$ cat config.mk
export PLATFORM = sky130hd
export DESIGN_NAME = ple_cell
export DESIGN_NICKNAME = d
export VERILOG_FILES = /design/src/rtl/ple_pkg.sv /design/src/rtl/ple_cell.sv
export SDC_FILE = /design/constraint.sdc
export NUM_CORES = 1
export LEC_CHECK = 0
export ABC_AREA = 1
export BUFFER_PORTS_ARGS = -buffer_cell sky130_fd_sc_hd__buf_2
export CELL_PAD_IN_SITES_DETAIL_PLACEMENT = 0
export CELL_PAD_IN_SITES_GLOBAL_PLACEMENT = 1
export CORE_AREA = 4 4 127 129
export DETAILED_ROUTE_END_ITERATION = 10
export DIE_AREA = 0 0 131 133
export GPL_ROUTABILITY_DRIVEN = 0
export HOLD_SLACK_MARGIN = 0.05
export PLACE_DENSITY_LB_ADDON = 0.1
export SLEW_MARGIN = 10
export SYNTH_ARGS = -nofsm -noshare
export SYNTH_HDL_FRONTEND = slang
export SYNTH_SLANG_ARGS = --single-unit
$ cat constraint.sdc
create_clock -name clk_i -period 7.85 [get_ports clk_i]
set_clock_uncertainty 0.05 [all_clocks]
set_input_delay 0.3925 -clock clk_i [delete_from_list [all_inputs] [get_ports clk_i]]
set_output_delay 0.3925 -clock clk_i [all_outputs]
set_load 0.02 [all_outputs]
$ cat src/rtl/ple_pkg.sv
// Shared types and constants for the positional list engine.
package ple_pkg;

  localparam int unsigned DEPTH_DEF      = 64;
  localparam int unsigned VALUE_BITS_DEF = 64;
  localparam int unsigned POS_W          = 8;
  localparam int unsigned LENGTH_W       = 7;
  localparam int unsigned GROUP_SIZE     = 8;

  typedef enum logic [1:0] {
    OP_INSERT  = 2'd0,
    OP_DELETE  = 2'd1,
    OP_GET     = 2'd2,
    OP_REVERSE = 2'd3
  } op_e;

  // Broadcast command from the control logic to every cell.
  typedef struct packed {
    logic ins;
    logic del;
    logic get;
  } cmd_t;

endpackage

$ cat src/rtl/ple_cell.sv
// One list cell: holds an entry and shifts to or from its neighbours.
module ple_cell import ple_pkg::*; #(
  parameter int unsigned VALUE_BITS = VALUE_BITS_DEF,
  parameter int unsigned IDX_W      = 8,
  parameter int unsigned IDX        = 0
) (
  input  logic                  clk_i,
  input  cmd_t                  cmd_i,
  input  logic [IDX_W-1:0]      pos_i,
  input  logic [VALUE_BITS-1:0] value_i,
  input  logic [VALUE_BITS-1:0] lower_i,
  input  logic [VALUE_BITS-1:0] upper_i,
  output logic [VALUE_BITS-1:0] entry_o,
  output logic [VALUE_BITS-1:0] hit_o
);

  localparam logic [IDX_W-1:0] MyIdx = IDX_W'(IDX);

  logic [VALUE_BITS-1:0] entry_q, entry_d;
  logic                  at_pos, above_pos;

  assign at_pos    = (pos_i == MyIdx);
  assign above_pos = (MyIdx > pos_i);

  always_comb begin
    entry_d = entry_q;
    if (cmd_i.ins) begin
      if (above_pos) entry_d = lower_i;
      else if (at_pos) entry_d = value_i;
    end else if (cmd_i.del) begin
      if (above_pos || at_pos) entry_d = upper_i;
    end
  end

  always_ff @(posedge clk_i) begin
    entry_q <= entry_d;
  end

  assign entry_o = entry_q;
  assign hit_o   = entry_q & {VALUE_BITS{cmd_i.get && at_pos}};

endmodule

==> results of run 1 <==
==> stage by stage <==
step,instances,worst slack (ps),hold slack (ps),util [%]
5_1_grt,740,5300,288,34.8
3_3_place_gp,724,5350,645,32.7
2_1_floorplan,279,2110,562,-
3_5_place_dp,724,5360,647,32.7
4_1_cts,740,5440,288,34.8
6_report,740,5510,309,34.8
==> routing by layer <==
metal	share of wire, %	vias up	GRT usage (%)
li1	-	1432	-
met1	36	1323	11.9
met2	54	128	21.7
met3	9.2	9	5.65
met4	1.3	0	3.94
met5	0	-	0
==> cells in the final DEF, fill, tap and decap left out, types with 2 or more instances in the layout <==
master / instances
nand2_1: 2
mux2_2: 64
nor2_1: 9
buf_2: 267
clkbuf_1: 3
edfxtp_1: 64
clkbuf_16: 9
bufinv_16: 2
nor2_2: 61
buf_4: 3
inv_1: 64
==> cell families (layout without fill, tap and decap cells) <==
group	count (synthesis)	in the layout	synth area share (%)
flip-flops	64	64	55.6
buffers and inverters	77	350	10.9
AND/OR/NAND/NOR	74	74	12.7
multiplexers	64	64	20.8
==> critical path, delay by kind of cell <==
kind / cells / cell delay [ps]
AND/OR/NAND/NOR: 5 / 1170
buffers and inverters: 2 / 290
==> cell usage after synthesis (all sizes together) <==
cell	n
nor3	1
mux2	64
inv	64
buf	13
nor2	70
edfxtp	64
nand2	3
==> worst max-delay path by stage <==
| stage | endpoint | slack, ps |
|---|---|---|
| 6_report | hit_o[25] | 5510 |
| 5_1_grt | hit_o[25] | 5300 |
| 4_1_cts | hit_o[63] | 5440 |
| 3_5_place_dp | entry_o[28]$_DFFE_PP_ | 5360 |
| 3_3_place_gp | entry_o[37]$_DFFE_PP_ | 5350 |
| 2_1_floorplan | entry_o[0]$_DFFE_PP_ | 2110 |
==> cell type report <==
cell class                 count  area share, %
inverter                      64           4.60
multi-input combinational    138           22.3
clock buffer                  12           4.52
tap                          188           4.50
sequential                    64           36.8
clock inverter                 4           1.32
timing repair buffer         270           26.0
==> power groups by stage <==
stage               Combinational, mW  Sequential, mW  Clock, mW
floorplan                      0.0372           0.389          0
global placement               0.0750           0.387          0
detailed placement             0.0764           0.387          0
CTS                            0.0768           0.380      0.435
global route                   0.0831           0.380      0.451
finish                         0.0752           0.380      0.419
==> impl_metrics.toml, run 1 <==
[worst_setup_path]
crit_required_ps = 7410
cp_slowest_cell = "nand2_4"
crit_path_cell_trace = "buf_2 > nor2_1 > nand2_1 > nor2_2 > nand2_4 > nor2_2 > buf_2"
startpoint_type = "input port"
criticalPathCategory = "in -> out"
critPathArrivalTime_ps = 1890
path_max_fanout = 64
endpoint_kind = "output port"
startpoint = "pos_i[6]"
slowest_delay_ps = 560

[cells_and_area]
multi_input_area_um2 = 1160
seqCellArea_um2 = 1920
design_area_um2 = 5230
nNetsFinal = 751
largest_reg_flops = 64
fill_cells = 1561
antennaDiodeCount = 0
drive_gt1_share_pct = 74.1
area_growth_pct = 51.1

[timing]
worstMarginPinSlew_ps = 1100
maxSlewViolCount = 0
hold_viol = 0
finalCritPeriodShare_pct = 29.8
rsz0062_at_grt = "false"
slew_headroom_pct = 26.9
finalSetupTns_ps = 0
fmax_mhz = 428
period_needed_ps = 2340
final-setup-viol-count = 0

[yosys]
synth.distinct_cells = 11
ys_seq_elements = 64
yosysWarnings = 0
synth.area.top_cells = "edfxtp_1 (56%), mux2_2 (21%), nor2_2 (11%)"
syn_nets = 483
netlist_instances = 279
synth_top_area_cell = "edfxtp_1"
synthDominantCellAreaShare_pct = 55.6
seq_area_frac_synth_pct = 55.6
syn-cell-area_um2 = 3460
synth_area_per_cell_um2 = 12.4

[clock_tree]
postCtsResizedCells = 0
htreeDepth = 3
cts-root-buf = "clkbuf_16"
holdBufCountCts = 0
cts_made_buffers = 9
cts.clk_slew.worst_paths_ps = 50
numClockSinks = 64
cts_tree = "built"
cts_setup_buffers = 0
cts_max_path_buffers = 2

[power]
clockPowerShare_pct = 47.9
pwr-share-seq_pct = 43.5
intPower_mw = 0.705
comb_power_share_pct = 8.6
peakVddDrop_mv = 0.117
totalPowerFinal_mw = 0.875
power.switching_mw = 0.169
p_leak_nw = 2.64
power.density_nw_per_um2 = 167
switching_share_pct = 19.3

[placed_design]
placed_area_um2 = 4920
port_buffers = 267
dp_hpwl_um = 8110

[floorplan]
rows = 45
die_h_um = 133
core_um2 = 15000
initial_core_util_pct = 23.0
die_w_um = 131
dieArea_um2 = 17400
io_pins = 332

[global_route]
grt-ovfl-total = 0
grt_max_degree = 66
grt_antenna_before_repair = 0
grt_pass1_wl_um = 15600
grt_pass1_vias = 2884
grtUsageTotal_pct = 12.0

[flow_run]
drv_cap = 0

[drt]
post_drt_wl_per_cell_um = 14.5
drt_first_pass_iters = 4
wl_um = 10700
drcViolationCount = 0
detail-route-antenna-nets = 0
viasPerCell = 3.91
drt_iter0_drc = 53
vias = 2892

[status]
status = "complete, no violations"

[worst_hold_path]
min_path_cells = 2
hold_end = "entry_o[8]$_DFFE_PP_"
hold_start = "upper_i[8]"
hold_path_class = "in -> reg"
(Power assumes the default switching activity.)
==> run 2, diff against run 1 <==
clock period = 2.21 ns   (was 7.85 ns; I/O delays follow)
==> impl_metrics.toml, run 2 (synthesized netlist as in run 1, its figures left out) <==
[drt]
wl_um = 11300
drcViolationCount = 0
viasPerCell = 3.88
detail-route-antenna-nets = 0
vias = 3356
drt_first_pass_iters = 4
drt_iter0_drc = 73
post_drt_wl_per_cell_um = 13.0

[floorplan]
io_pins = 332
initial_core_util_pct = 23.0
dieArea_um2 = 17400
rows = 45
core_um2 = 15000
die_h_um = 133
die_w_um = 131

[timing]
hold_viol = 0
fmax_mhz = 595
maxSlewViolCount = 0
slew_headroom_pct = 56.7
rsz0062_at_grt = "false"
finalCritPeriodShare_pct = 76.1
period_needed_ps = 1680
finalSetupTns_ps = 0
final-setup-viol-count = 0
worstMarginPinSlew_ps = 650
finalWorstSetupSlack_ps = 528

[clock_tree]
numClockSinks = 64
cts-root-buf = "clkbuf_16"
htreeDepth = 3
cts_setup_buffers = 0
cts_made_buffers = 9
postCtsResizedCells = 0
cts_tree = "built"
cts.clk_slew.worst_paths_ps = 50
cts_max_path_buffers = 2

[worst_setup_path]
criticalPathCategory = "in -> reg"
startpoint_type = "input port"
critPathArrivalTime_ps = 1700
crit_required_ps = 2230
endpoint_kind = "register"
path_max_fanout = 43

[placed_design]
dpl_worst_slack_ps = 646
port_buffers = 267
dp_hpwl_um = 8150

[global_route]
grtUsageTotal_pct = 12.4
grt_pass1_vias = 3359
grt_max_degree = 44
grt_antenna_before_repair = 1
grt-ovfl-total = 0
grt_pass1_wl_um = 16500

[power]
switching_share_pct = 19.7
clockPowerShare_pct = 39.4
totalPowerFinal_mw = 3.03
intPower_mw = 2.43
pwr-share-seq_pct = 44.7
power.switching_mw = 0.595
power.density_nw_per_um2 = 468
peakVddDrop_mv = 0.352
comb_power_share_pct = 15.9
p_leak_nw = 3.15

[cells_and_area]
nNetsFinal = 879
area_growth_pct = 86.9
drive_gt1_share_pct = 60.7
layout_common_cells = "buf_2 (267), dlygate4sd3_1 (125), mux2_2 (64), inv_1 (64), edfxtp_1 (64)"
fin_util_pct = 43.0
largest_reg_flops = 64
layout_commonest_cell = "buf_2"

[worst_hold_path]
hold_start = "value_i[42]"
min_path_cells = 2
hold_path_class = "in -> reg"
hold_end = "entry_o[42]$_DFFE_PP_"

[flow_run]
drv_cap = 0

[status]
status = "complete, no violations"
## run 2: cell types whose count changed in the layout (fill, tap and decap cells not counted)
cell	before	now
diode_2	0	1
buf_12	0	1
dlygate4sd3_1	0	125
buf_4	3	5
nor3_2	1	0
nor3_4	0	1
clkinv_1	1	2
nor2_1	9	8
nor2_4	0	1
clkbuf_1	3	1
bufinv_16	2	0
## run 2: final cells by class
| type | count | area (um2) |
|---|---|---|
| fillers | 1483 | 8570 |
| repair buffers | 398 | 2650 |
| flip-flops and latches | 64 | 1920 |
| multi-input cells | 138 | 1180 |
| inverters | 64 | 240 |
| well taps | 188 | 235 |
| clock buffers | 10 | 229 |
| clock inverters | 3 | 12.5 |
| diodes | 1 | 2.50 |
## run 2: worst max-delay path, stage by stage
cell           delay, ps
buf_2                120
buf_4                460
mux2_2               400
dlygate4sd3_1        560
## run 2: worst max-delay path by stage
stage,to,slack [ps],startpoint,depth (start not counted)
after detailed placement,entry_o[30]$_DFFE_PP_,650,pos_i[1],5
after global routing,entry_o[17]$_DFFE_PP_,480,cmd_i[2],4
final,entry_o[26]$_DFFE_PP_,530,cmd_i[2],4
after floorplan,entry_o[0]$_DFFE_PP_,-210,cmd_i[2],4
after CTS,entry_o[26]$_DFFE_PP_,520,cmd_i[2],4
after global placement,entry_o[30]$_DFFE_PP_,640,pos_i[6],5
## run 2: per-layer routing
| layer | up-vias | global-route usage (%) | share of wire (%) |
|---|---|---|---|
| li1 | 1688 | - | - |
| met4 | 2 | 5.31 | 2.5 |
| met3 | 24 | 5.01 | 8.1 |
| met1 | 1506 | 11.0 | 33 |
| met2 | 136 | 23.9 | 56 |
| met5 | - | 0 | 0.12 |
## run 2: per-stage QoR
| step | area, um2 | hold WS (ps) | std cells |
|---|---|---|---|
| after floorplan | 3490 | 280 | 279 |
| after global placement | 4970 | 363 | 727 |
| after detailed placement | 4970 | 365 | 727 |
| after CTS | 6460 | 50.5 | 865 |
| after global routing | 6460 | 54.0 | 865 |
| final | 6460 | 66.3 | 866 |
## run 2: repair_timing
action | 4_1_cts | 5_1_grt
hold endpoints to repair | 63 | 0
hold buffers | 125 | 0
endpoints found under the setup margin | 0 | 0
## run 2: power by group through the flow
stage / logic [mW] / clock network (mW) / registers [mW]
floorplan: 0.138 / 0 / 1.38
global placement: 0.269 / 0 / 1.38
detailed placement: 0.272 / 0 / 1.38
CTS: 0.482 / 1.26 / 1.35
global route: 0.521 / 1.31 / 1.35
finish: 0.481 / 1.19 / 1.35
